===== src/design/pee_pkg.sv =====
// ----------------------------------------------------------------------------
// Postfix evaluator package
// Shared constants, item types, operation codes and state encodings.
// ----------------------------------------------------------------------------
package pee_pkg;

    localparam int STACK_DEPTH = 128;
    localparam int CNT_W       = $clog2(STACK_DEPTH + 1);
    localparam int ADDR_W      = $clog2(STACK_DEPTH);
    localparam int DATA_W      = 32;
    localparam int QUEUE_DEPTH = 2;
    localparam int QPTR_W      = $clog2(QUEUE_DEPTH);
    localparam int QCNT_W      = $clog2(QUEUE_DEPTH + 1);
    localparam int DIV_STEPS   = 32;
    localparam int DIV_CNT_W   = $clog2(DIV_STEPS + 1);

    localparam logic [7:0] CH_ZERO = 8'h30;
    localparam logic [7:0] CH_NINE = 8'h39;
    localparam logic [7:0] CH_ADD  = 8'h2B;
    localparam logic [7:0] CH_SUB  = 8'h2D;
    localparam logic [7:0] CH_MUL  = 8'h2A;
    localparam logic [7:0] CH_DIV  = 8'h2F;

    typedef struct packed {
        logic [7:0] symbol;
        logic       last;
    } t_in_item;

    typedef struct packed {
        logic signed [DATA_W-1:0] value;
        logic                     stack_empty;
        logic                     underflow_seen;
        logic                     overflow_seen;
        logic                     divide_by_zero_seen;
    } t_out_item;

    typedef enum logic [2:0] {
        OP_DIGIT,
        OP_ADD,
        OP_SUB,
        OP_MUL,
        OP_DIV,
        OP_POP
    } t_op_code;

    typedef struct packed {
        t_op_code   code;
        logic [3:0] digit;
        logic       last;
    } t_op;

    typedef enum logic [2:0] {
        B_IDLE,
        B_OPA,
        B_EXEC,
        B_DIV,
        B_REFILL,
        B_REFILL_WAIT,
        B_OUT
    } t_back_state;

endpackage


===== src/design/pee_front.sv =====
// ----------------------------------------------------------------------------
// Postfix evaluator front end
// Accepts characters, decodes them into operations and queues them.
// ----------------------------------------------------------------------------
module pee_front (
    input  logic              i_clk,
    input  logic              i_rst_n,
    input  logic              i_valid,
    output logic              o_stall,
    input  pee_pkg::t_in_item i_item,
    output logic              o_op_valid,
    input  logic              i_op_stall,
    output pee_pkg::t_op      o_op
);

    pee_pkg::t_op                r_mem [pee_pkg::QUEUE_DEPTH];
    logic [pee_pkg::QPTR_W-1:0]  r_wptr, n_wptr;
    logic [pee_pkg::QPTR_W-1:0]  r_rptr, n_rptr;
    logic [pee_pkg::QCNT_W-1:0]  r_cnt, n_cnt;
    pee_pkg::t_op                w_op;
    logic                        w_push, w_pop;

    always_comb begin
        w_op.last  = i_item.last;
        w_op.digit = 4'(i_item.symbol - pee_pkg::CH_ZERO);
        if (i_item.symbol >= pee_pkg::CH_ZERO && i_item.symbol <= pee_pkg::CH_NINE) begin
            w_op.code = pee_pkg::OP_DIGIT;
        end else if (i_item.symbol == pee_pkg::CH_ADD) begin
            w_op.code = pee_pkg::OP_ADD;
        end else if (i_item.symbol == pee_pkg::CH_SUB) begin
            w_op.code = pee_pkg::OP_SUB;
        end else if (i_item.symbol == pee_pkg::CH_MUL) begin
            w_op.code = pee_pkg::OP_MUL;
        end else if (i_item.symbol == pee_pkg::CH_DIV) begin
            w_op.code = pee_pkg::OP_DIV;
        end else begin
            w_op.code = pee_pkg::OP_POP;
        end
    end

    assign o_stall    = (r_cnt == pee_pkg::QCNT_W'(pee_pkg::QUEUE_DEPTH));
    assign o_op_valid = (r_cnt != '0);
    assign o_op       = r_mem[r_rptr];
    assign w_push     = i_valid && !o_stall;
    assign w_pop      = o_op_valid && !i_op_stall;

    always_comb begin
        n_wptr = r_wptr;
        n_rptr = r_rptr;
        n_cnt  = r_cnt;
        if (w_push) begin
            n_wptr = (r_wptr == pee_pkg::QPTR_W'(pee_pkg::QUEUE_DEPTH - 1)) ? '0
                                                                          : r_wptr + 1'b1;
        end
        if (w_pop) begin
            n_rptr = (r_rptr == pee_pkg::QPTR_W'(pee_pkg::QUEUE_DEPTH - 1)) ? '0
                                                                          : r_rptr + 1'b1;
        end
        if (w_push && !w_pop) begin
            n_cnt = r_cnt + 1'b1;
        end else if (!w_push && w_pop) begin
            n_cnt = r_cnt - 1'b1;
        end
    end

    always_ff @(posedge i_clk) begin
        if (w_push) begin
            r_mem[r_wptr] <= w_op;
        end
        if (!i_rst_n) begin
            r_wptr <= '0;
            r_rptr <= '0;
            r_cnt  <= '0;
        end else begin
            r_wptr <= n_wptr;
            r_rptr <= n_rptr;
            r_cnt  <= n_cnt;
        end
    end

endmodule


===== config.mk =====
export PLATFORM = sky130hd
export DESIGN_NAME = pee_front
export DESIGN_NICKNAME = d
export VERILOG_FILES = /design/src/design/pee_pkg.sv /design/src/design/pee_front.sv
export SDC_FILE = /design/constraint.sdc
export NUM_CORES = 1
export LEC_CHECK = 0
export CELL_PAD_IN_SITES_DETAIL_PLACEMENT = 1
export CELL_PAD_IN_SITES_GLOBAL_PLACEMENT = 2
export CORE_MARGIN = 2
export CORE_UTILIZATION = 39
export DETAILED_ROUTE_END_ITERATION = 7
export DONT_BUFFER_PORTS = 1
export GPL_TIMING_DRIVEN = 0
export MAX_ROUTING_LAYER = met4
export PLACE_DENSITY = 0.84
export SLEW_MARGIN = 20
export SYNTH_ARGS = -nofsm -noshare
export SYNTH_HDL_FRONTEND = slang
export SYNTH_SLANG_ARGS = --single-unit

===== constraint.sdc =====
create_clock -name i_clk -period 1.9 [get_ports i_clk]
set_input_delay 0.095 -clock i_clk [delete_from_list [all_inputs] [get_ports i_clk]]
set_output_delay 0.095 -clock i_clk [all_outputs]
set_load 0.02 [all_outputs]

After elaboration in Yosys (flattened, before gate mapping) --
Memory sizes are Yosys's and may differ from the RTL's. A register that Yosys moved wholly into a read port is not among the register bits. Cells that the tools add are included.
Word-level totals: bits in latches 0, output and inout port bits 10, word-level logic and storage cells 40, memory bits (writable) 16, input bits 13, memory bits (read-only) 0, register bits 4, memories kept 1
Memory list:
- r_mem | depth 2, bits a word 8, read ports 1, clocked after Yosys merged registers in 1, write ports 1, RTL line pee_front.sv:16 | pee_pkg::t_op r_mem [pee_pkg::QUEUE_DEPTH];
Cells by class: multiply operators 0, magnitude comparators 2, eq/ne operators 5, muxes and demuxes 13, shifts and indexed selects 0, reduce and logical (&&, ||, !) cells 11, bitwise logic cells 0, $add $sub $neg 5, div/mod/pow operators 0
Operator list (count):
- 8-bit by 6-bit equality test with 1-bit output, second input constant | 4
- 3-bit 2-to-1 mux | 4
- 8-bit by 6-bit greater-or-equal comparator with 1-bit output, second input constant | 1
- 8-bit by 6-bit less-or-equal comparator with 1-bit output, second input constant | 1
- 1-bit 2-to-1 mux | 7
- 1-bit logical AND | 5
- 1-bit logical NOT | 4
- 2-bit 2-to-1 mux | 2
- 2-bit nonzero test | 2
- 4-bit by 1-bit subtractor with 4-bit output, second input constant | 1
- 1-bit adder, second input constant | 2
- 2-bit by 1-bit adder with 2-bit output, second input constant | 1
- 2-bit equality test, second input constant | 1
- 2-bit by 1-bit subtractor with 2-bit output, second input constant | 1

Longest topological paths before layout --
Gate-level depths: netlist of run 1.
depth after elaboration 7, gate-level depth with buffers 7, mapped depth without buffers 7

Least setup slack after synthesis of run 1 --
OpenSTA, ideal clock, no wires.
path kind reg2reg, start point register r_cnt[0] (netlist name), end point register r_cnt[1] (netlist name), cell stages (with the launch flop) 7, path buffers 0, data required time 1830 ps, setup time 70 ps, clock period less this slack 1596 ps, arrival time 1526 ps, path slack 304 ps, cell sequence dfxtp_1 -> nand2b_1 -> inv_1 -> nor2_1 -> ha_1 -> or3_1 -> a21boi_1
Between the ends: longest elaborated chain between the ends 6, elaborated cells between the ends (all ways) 14, those cells by class add/sub (2); eq/ne (1); mux (2); reduce/logical (9)
Ends and longest elaborated chain:
- start, declared | RTL line pee_front.sv:19 | logic [pee_pkg::QCNT_W-1:0] r_cnt, n_cnt;
- start signal, assigned | RTL line pee_front.sv:77 | r_cnt <= n_cnt;
- 2-bit equality test * | RTL line pee_front.sv:41 | assign o_stall = (r_cnt == pee_pkg::QCNT_W'(pee_pkg::QUEUE_DEPTH));
- via o_stall | RTL line pee_front.sv:9 | output logic o_stall,
- 1-bit logical NOT * | RTL line pee_front.sv:44 | assign w_push = i_valid && !o_stall;
- 1-bit logical AND * | RTL line pee_front.sv:44
- via w_push | RTL line pee_front.sv:21 | logic w_push, w_pop;
- 1-bit logical NOT | RTL line pee_front.sv:61 | end else if (!w_push && w_pop) begin
- 1-bit logical AND | RTL line pee_front.sv:61
- 2-bit nonzero test (no line)
Mark *: on every way through the listed nets, which the timed path passes. The rest lies on a longest branch. The select of a mux whose other input is x is not followed. A chain may end at the register's enable or synchronous reset.

Worst setup path after layout of run 1 --
Ends and elaborated chain as after synthesis.

==> flow_metrics.py, run 1 <==
metrics = {
    "outcome": {
        "outcome": "finished, final reports clean",
    },
    "cts": {
        "tritoncts": "built",
        "cts_root_buf": "clkbuf_4",
        "htree_num_levels": 1,
        "path_clk_slew_ps": 120,
        "ctsResizeCount": 0,
        "cts_made_buffers": 3,
        "cts.path.max_buffers": 2,
        "clock_latency_ps": 300,
        "cts.sinks": 21,
    },
    "timing": {
        "slew_headroom_pct": 53.22,
        "clock.fmax_mhz": 571.9,
        "period_share_pct": 92.03,
        "setup_viol": 0,
        "worst_pin_slew_ps": 697.9,
        "rsz0062_at_grt": "false",
        "fin_skew_ps": 10.26,
        "period_needed_ps": 1749,
        "maxSlewViolCount": 0,
        "tns_ps": 0,
        "hold_violations": 0,
    },
    "power": {
        "total_leakage_power_uw": 0.0003611,
        "pwr_density_cell_mw_per_mm2": 1203,
        "ir_drop_mv": 0.6222,
    },
    "detailed_routing": {
        "drc": 0,
        "vias": 501,
        "via_per_inst": 4.960,
        "wl_per_cell_um": 14.64,
        "drtIter0Drc": 8,
        "drt-total-wl_mm": 1.479,
        "firstDrtPassIters": 2,
        "ant_nets": 0,
    },
    "worst_setup_path": {
        "slowest_stage": "dfxtp_1",
        "path_buf_inv": 1,
        "cp-end-kind": "flip-flop",
        "required_ps": 2150,
        "crit_path_cell_trace": "nand2b_1 -> inv_1 -> nor2_1 -> ha_1 -> or3_1 -> a21boi_1",
        "crit_path_max_fanout": 5,
        "crit_arrival_ps": 2000,
        "crit_type": "flip-flop to flip-flop",
        "reg2reg_from": "r_cnt[0]",
        "worstSetupStartpointType": "flip-flop",
        "cp_top_family": "simple AND/OR/NAND/NOR gates",
        "startpoint": "r_cnt[0]",
        "cp_slowest_stage_delay_ps": 370,
        "r2r_slack_ps": 150,
    },
    "final_layout": {
        "nets": 88,
        "utilization_pct": 46.49,
        "area_growth_pct": 13.69,
        "drive_gt1_share_pct": 20.55,
        "num_antenna_cells": 0,
    },
    "min_path": {
        "hp-start": "i_valid",
        "hp-class": "input pin to flip-flop",
    },
    "die": {
        "row_count": 17,
        "die_area_mm2": 0.002696,
        "core_mm2": 0.002191,
        "start_util_pct": 40.89,
        "ios": 23,
        "die_w_um": 51.93,
        "die_h_um": 51.93,
    },
    "synth": {
        "syn_inst": 63,
        "syn_area_per_cell_um2": 14.22,
        "synth_top_area_share_pct": 53.63,
        "syn_area_um2": 895.9,
        "syn_nets": 77,
        "synth.ff_latch_count": 21,
        "yosysWarnings": 0,
        "yosysSeqAreaShare_pct": 64.80,
        "synth_top_cell_by_area": "edfxtp_1",
        "yosysUniqueCellTypes": 27,
        "synth.area.top_cells": "edfxtp_1, dfxtp_1, mux2_2",
    },
    "grt": {
        "grt_usage_pct": 12.94,
        "grt_first_pass_wirelength_mm": 2.387,
        "grt_pass1_vias": 505,
        "grt_max_degree": 13,
        "antenna_found_initial": 0,
        "grt_overflow": 0,
    },
    "run": {
        "maxCapViolations": 0,
    },
    "placement": {
        "hpwl_mm": 1.070,
        "io_buffers": 0,
        "gp_congestion": 0.6909,
    },
}
power by group:
part / switching [µW] / leakage (µW) / internal [µW]
Sequential: 36.1 / 0.000183 / 579
Clock: 130 / 0.0000177 / 78.5
Combinational: 239 / 0.000160 / 163
final timing paths:
| path | to | depth (start not counted) |
|---|---|---|
| max | r_cnt[1] | 6 |
| max reg2reg | r_cnt[1] | 6 |
| min | r_wptr | 2 |
| min reg2reg | r_cnt[1] | 2 |
layer usage:
layer	share of wire (%)	GRT usage (%)	vias up
li1	-	-	250
met1	44	16.10	233
met2	49	19.83	16
met3	5.9	2.874	2
met4	1.6	6.579	0
met5	0	-	-
placed cells by master (no fill, tap or decap), drive strengths merged, types with 2 or more instances in the layout:
cell type,n
edfxtp,16
a21boi,2
nor2,2
o21ai,3
and2,3
nor2b,2
a21o,2
nand2,2
inv,2
dfxtp,5
clkbuf,3
xnor2,2
dlygate4sd3,6
mux2,8
cell usage after synthesis, drive strengths merged:
| cell | n |
|---|---|
| a21boi | 2 |
| nand2b | 1 |
| and3b | 1 |
| and2 | 3 |
| nor3b | 1 |
| buf | 1 |
| and3 | 1 |
| nor3 | 1 |
| dfxtp | 5 |
| nor2 | 2 |
| edfxtp | 16 |
| nand3 | 1 |
| a21o | 2 |
| or3 | 1 |
| o21ai | 3 |
| o2111a | 1 |
| nor2b | 2 |
| xor2 | 1 |
| ha | 1 |
| o21a | 1 |
| or2 | 1 |
| nand2 | 2 |
| inv | 2 |
| mux2 | 8 |
| o21bai | 1 |
| xnor2 | 2 |
stage by stage:
stage	cells	worst slack, ps	cell area, µm²	total power [µW]	hold WS (ps)
2_1_floorplan	63	304.1	895.9	964.5	193.9
3_3_place_gp	91	212.3	930.9	1010	194.0
3_5_place_dp	91	164.2	930.9	1022	194.1
4_1_cts	101	124.5	1018	1242	26.75
5_1_grt	101	21.58	1018	1305	36.88
6_report	101	151.4	1018	1225	36.42
cells by family after synthesis:
kind of cell               Yosys count  share of synthesized area [%]
AOI/OAI and AO/OA                   10                          7.961
muxes                                8                          10.06
adders and majority gates            1                          1.396
and+or+nand+nor                     17                          11.45
buffers and inverters                3                          1.396
DFF                                 21                          64.80
xor gates and xnor gates             3                          2.933
cell type report:
cell class	instances	area, µm²
Inverter	2	7.507
Tap cell	28	35.03
Sequential cell	21	580.6
Multi-Input combinational cell	39	302.8
Timing Repair Buffer	6	60.06
Clock inverter	1	5.005
Buffer	1	5.005
Clock buffer	3	22.52
Fill cell	234	1172
registers in the layout, indices dropped and copies added, names as in the netlist, named ones only:
register and count:
r_mem 16, r_wptr 1, r_cnt 2, r_rptr 1
repair_timing:
item	CTS	global route
hold endpoints to repair	15	0
buffers inserted	0	0
setup endpoints to repair	0	0
hold buffers	6	0
(Power assumes the default switching activity.)
==> run 2: changes to the inputs <==
- BUFFER_PORTS_ARGS: unset -> -buffer_cell sky130_fd_sc_hd__clkbuf_2
- CORE_UTILIZATION: 39 -> 33
- DONT_BUFFER_PORTS: 1 -> unset
- PLACE_DENSITY: 0.84 -> 0.85
==> run 2 against run 1 <==
  * Final cell count increased by 20%
  * Register-to-register slack improved by 120 ps
  * Largest power group unchanged
  * Largest cell class unchanged
  * Sequential power hardly changed
  * Clock power barely moved
  * Final area increased by 7.0%
  * Clock skew fell by 9.3 ps
==> flow_metrics.py, run 2 (same netlist as run 1, synthesis figures left out) <==
metrics = {
    "final_layout": {
        "drive_gt1_share_pct": 39.56,
        "num_antenna_cells": 0,
        "finalInstanceArea_mm2": 0.001090,
        "largest_reg_flops": 16,
        "final_common_cell": "clkbuf_2",
        "layout_common_cells": "clkbuf_2, edfxtp_1, mux2_2",
        "nets": 106,
        "area_growth_pct": 21.65,
        "top_register": "r_mem",
        "reg.largest.list": "r_mem: 16 flops, r_cnt: 2 flops",
    },
    "worst_setup_path": {
        "r2r_slack_ps": 280,
        "crit_path_max_fanout": 5,
        "crit_path_cell_trace": "nand2b_1 -> inv_1 -> nor2_1 -> ha_1 -> or3_1 -> a21boi_1",
        "path_buf_inv": 1,
        "reg2reg_to": "r_cnt[1]",
        "crit_end": "r_cnt[1]",
        "r2r_cells": 6,
        "crit_type": "flip-flop to flip-flop",
        "cp-end-kind": "flip-flop",
        "reg2reg_from": "r_cnt[0]",
        "cp_top_family": "simple AND/OR/NAND/NOR gates",
        "startpoint": "r_cnt[0]",
        "path_depth": 6,
        "required_ps": 2130,
        "slowest_stage": "dfxtp_1",
        "cp_slowest_stage_delay_ps": 430,
        "worstSetupStartpointType": "flip-flop",
        "crit_arrival_ps": 1860,
    },
    "timing": {
        "rsz0062_at_grt": "false",
        "worst_pin_slew_ps": 711.1,
        "slew_headroom_pct": 52.33,
        "period_share_pct": 85.50,
        "hold_violations": 0,
        "maxSlewViolCount": 0,
        "fin_skew_ps": 0.9234,
        "tns_ps": 0,
        "setup_viol": 0,
        "hold_ws_ps": 48.50,
        "period_needed_ps": 1625,
        "clock.fmax_mhz": 615.5,
    },
    "cts": {
        "cts_made_buffers": 3,
        "cts_setup_buffers": 0,
        "cts.path.max_buffers": 2,
        "path_clk_slew_ps": 110,
        "htree_num_levels": 1,
        "cts.sinks": 21,
        "cts_root_buf": "clkbuf_4",
        "tritoncts": "built",
        "clock_latency_ps": 290,
    },
    "die": {
        "core_mm2": 0.002522,
        "die_h_um": 56.11,
        "ios": 23,
        "start_util_pct": 35.52,
        "die_area_mm2": 0.003148,
        "die_w_um": 56.11,
        "row_count": 18,
    },
    "detailed_routing": {
        "via_per_inst": 4.793,
        "ant_nets": 0,
        "drt-total-wl_mm": 1.694,
        "drtIter0Drc": 7,
        "vias": 580,
        "firstDrtPassIters": 4,
        "wl_per_cell_um": 14.00,
        "drc": 0,
    },
    "placement": {
        "hpwl_mm": 1.320,
        "io_buffers": 22,
        "place_area_mm2": 0.001044,
        "gp_congestion": 0.7207,
    },
    "min_path": {
        "hp-class": "input pin to flip-flop",
    },
    "grt": {
        "grt_overflow": 0,
        "grt_max_degree": 12,
        "grt_usage_pct": 12.54,
        "grt_pass1_vias": 659,
        "antenna_found_initial": 0,
        "grt_first_pass_wirelength_mm": 2.953,
    },
    "run": {
        "maxCapViolations": 0,
    },
    "power": {
        "total_leakage_power_uw": 0.0004329,
        "pwr_density_cell_mw_per_mm2": 1192,
        "ir_drop_mv": 0.5019,
    },
    "outcome": {
        "outcome": "finished, final reports clean",
    },
}
[run 2: cell types whose count changed in the layout (fill, tap and decap cells not counted)]
cell | previous run | this run
clkbuf_1 | 0 | 1
clkbuf_2 | 0 | 22
dlygate4sd3_1 | 6 | 2
clkinv_2 | 1 | 0
[run 2: timing repair]
action	4_1_cts	5_1_grt
hold endpoints to repair	2	2
hold buffers	1	1
resized for setup	0	0
[run 2: how the worst min path moves through the flow]
stage                   start     endpoint  slack [ps]  cells past startpoint
finish              i_item[2]  r_mem[1][2]          50                      1
global route        i_item[2]  r_mem[1][2]          30                      1
CTS                 i_item[4]  r_mem[0][4]           2                      1
detailed placement  i_item[0]  r_mem[0][0]         300                      1
global placement    i_item[0]  r_mem[0][0]         290                      1
floorplan           i_item[0]  r_mem[0][0]         190                      0
[run 2: through the flow]
stage / cells / total power [µW] / setup slack, ps / util [%]
detailed placement: 115 / 1107 / 290.7 / 41.37
floorplan: 63 / 964.5 / 304.1 / -
CTS: 120 / 1318 / 260.4 / 42.81
finish: 121 / 1299 / 275.4 / 43.20
global placement: 115 / 1088 / 316.4 / 41.37
global route: 121 / 1388 / 159.7 / 43.20
[run 2: worst reg2reg max path, delay by kind of cell (launching register included)]
kind / cells / cell delay [ps]
flip-flops: 1 / 430
AND/OR/NAND/NOR: 3 / 640
adder cells (fa/ha/maj): 1 / 280
AO/OA/AOI/OAI: 1 / 140
buffers and inverters: 1 / 80
[run 2: power breakdown]
| part | leakage, µW | total, µW | internal, µW | switching, µW |
|---|---|---|---|---|
| combinational | 0.000235 | 475 | 207 | 268 |
| clock | 0.0000150 | 208 | 81.6 | 127 |
| sequential | 0.000183 | 616 | 579 | 37.2 |
[run 2: per-layer routing]
metal | part of all wire, % | global-route usage (%) | vias to the layer above | routed length [µm]
li1 | - | - | 289 | -
met1 | 43 | 14.66 | 274 | 723
met2 | 52 | 20.67 | 15 | 874
met3 | 4.1 | 1.628 | 2 | 69
met4 | 1.6 | 7.143 | 0 | 27
met5 | 0 | - | - | 0
[run 2: layout make-up]
class,instances,area (µm²)
Buffer,1,5.005
Inverter,2,7.507
Tap cell,30,37.54
Multi-Input combinational cell,39,302.8
Fill cell,290,1433
Timing Repair Buffer,24,130.1
Sequential cell,21,580.6
Clock buffer,4,26.28
==> run 3: changes to the inputs <==
- CELL_PAD_IN_SITES_DETAIL_PLACEMENT: 1 -> 2
==> run 3 against run 2 <==
  * Sequential share of layout area is 0.49 points higher
  * Final cell count fell by 0.83%
  * Hold slack got worse by 25 ps
  * Via count increased by 2.6%
  * Fmax is 2.3% lower
  * Final area shrank 0.92%
  * Highest routed layer unchanged
  * Utilization shrank 0.40 points
  * Critical path depth did not move
==> flow_metrics.py, run 3 (same netlist as run 1, synthesis figures left out) <==
metrics = {
    "detailed_routing": {
        "drt-total-wl_mm": 2.025,
        "drc": 0,
        "drtIter0Drc": 13,
        "via_per_inst": 4.958,
        "wl_per_cell_um": 16.88,
        "firstDrtPassIters": 4,
        "ant_nets": 0,
        "vias": 595,
    },
    "grt": {
        "grt_overflow": 0,
        "antenna_found_initial": 0,
        "grt_max_degree": 12,
        "grt_first_pass_wirelength_mm": 3.325,
        "grt_pass1_vias": 650,
        "grt_usage_pct": 14.89,
    },
    "final_layout": {
        "nFillCells": 264,
        "largest_reg_flops": 16,
        "layout.area.seq_um2": 580.6,
        "num_antenna_cells": 0,
        "final_common_cell": "clkbuf_2",
        "area_growth_pct": 20.53,
        "drive_gt1_share_pct": 40.00,
        "multi_input_area_um2": 302.8,
        "fin_cells": 120,
        "nets": 105,
        "top_register": "r_mem",
        "reg.largest.list": "r_mem: 16 flops, r_cnt: 2 flops",
        "layout_common_cells": "clkbuf_2, edfxtp_1, mux2_2",
    },
    "timing": {
        "period_needed_ps": 1662,
        "setup_slack_ps": 238.0,
        "slew_headroom_pct": 50.76,
        "fin_skew_ps": 6.849,
        "setup_viol": 0,
        "hold_violations": 0,
        "rsz0062_at_grt": "false",
        "maxSlewViolCount": 0,
        "clock.fmax_mhz": 601.7,
        "worst_pin_slew_ps": 734.6,
        "period_share_pct": 87.48,
        "tns_ps": 0,
    },
    "cts": {
        "clock_latency_ps": 300,
        "cts_root_buf": "clkbuf_4",
        "cts_setup_buffers": 0,
        "cts_made_buffers": 3,
        "cts.path.max_buffers": 2,
        "tritoncts": "built",
        "htree_num_levels": 1,
        "cts.sinks": 21,
        "path_clk_slew_ps": 110,
    },
    "outcome": {
        "outcome": "finished, final reports clean",
    },
    "worst_setup_path": {
        "cp_top_family": "simple AND/OR/NAND/NOR gates",
        "path_buf_inv": 1,
        "crit_path_cell_trace": "nand2b_1 -> inv_1 -> nor2_1 -> ha_1 -> or3_1 -> a21boi_1",
        "required_ps": 2140,
        "crit_type": "flip-flop to flip-flop",
        "r2r_slack_ps": 240,
        "worstSetupStartpointType": "flip-flop",
        "cp_slowest_stage_delay_ps": 450,
        "slowest_stage": "dfxtp_1",
        "crit_path_max_fanout": 5,
        "crit_arrival_ps": 1900,
        "cp-end-kind": "flip-flop",
    },
    "power": {
        "total_leakage_power_uw": 0.0004287,
        "pwr_density_cell_mw_per_mm2": 1215,
        "p_total_uw": 1312,
        "ir_drop_mv": 0.5704,
    },
    "die": {
        "row_count": 18,
        "ios": 23,
        "die_h_um": 56.11,
        "core_mm2": 0.002522,
        "die_w_um": 56.11,
        "start_util_pct": 35.52,
        "die_area_mm2": 0.003148,
    },
    "placement": {
        "hpwl_mm": 1.572,
        "io_buffers": 22,
        "gp_congestion": 0.7207,
        "dp_slack_ps": 250.3,
        "place_inst": 115,
    },
    "run": {
        "maxCapViolations": 0,
    },
    "min_path": {
        "hp-class": "input pin to flip-flop",
    },
}
run 3: cell types whose count changed in the layout (fill, tap and decap cells not counted):
cell / before / now
dlygate4sd3_1: 2 / 1
run 3: worst paths after layout:
check | depth (start not counted) | to | startpoint
setup / recovery | 6 | r_cnt[1] | r_cnt[0]
hold / removal | 1 | r_mem[1][4] | i_item[4]
setup reg to reg | 6 | r_cnt[1] | r_cnt[0]
hold reg to reg | 2 | r_cnt[1] | r_cnt[1]
run 3: timing repair:
| item | in CTS | in global routing |
|---|---|---|
| hold buffers | 1 | 0 |
| resized for setup | 0 | 0 |
| hold endpoints to repair | 2 | 0 |
run 3: worst register-to-register path, delay by kind of cell, from the launching register on:
kind	cells	cell delay (ps)
buffers and inverters	1	80
AO/OA/AOI/OAI	1	140
flip-flops	1	450
adder cells (fa/ha/maj)	1	270
AND/OR/NAND/NOR	3	650
run 3: report_power, final:
group | switching (µW) | internal, µW
logic | 273 | 206
clock network | 129 | 81.7
registers | 43.5 | 579
total | 445 | 867
run 3: stage by stage:
| stage | hold WS, ps | cell area, µm² | utilization (%) |
|---|---|---|---|
| finish | 23.33 | 1080 | 42.81 |
| global placement | 292.1 | 1044 | 41.37 |
| CTS | 3.196 | 1080 | 42.81 |
| floorplan | 193.9 | 895.9 | - |
| detailed placement | 298.2 | 1044 | 41.37 |
| global route | 5.296 | 1080 | 42.81 |
run 3: layout make-up:
type,instances,share of cell area [%]
clock buffers,4,2.433
plain buffers,1,0.4635
inverters,2,0.6952
multi-input cells,39,28.04
well taps,30,3.476
repair buffers,23,11.12
flip-flops and latches,21,53.77
run 3: metal layers:
layer  vias up  GRT usage [%]  share of wire [%]
met4         0          8.163                1.4
met5         -              -                  0
met2        15          25.04                 55
met1       291          16.98                 40
met3         2          2.093                3.7
li1        287              -                  -
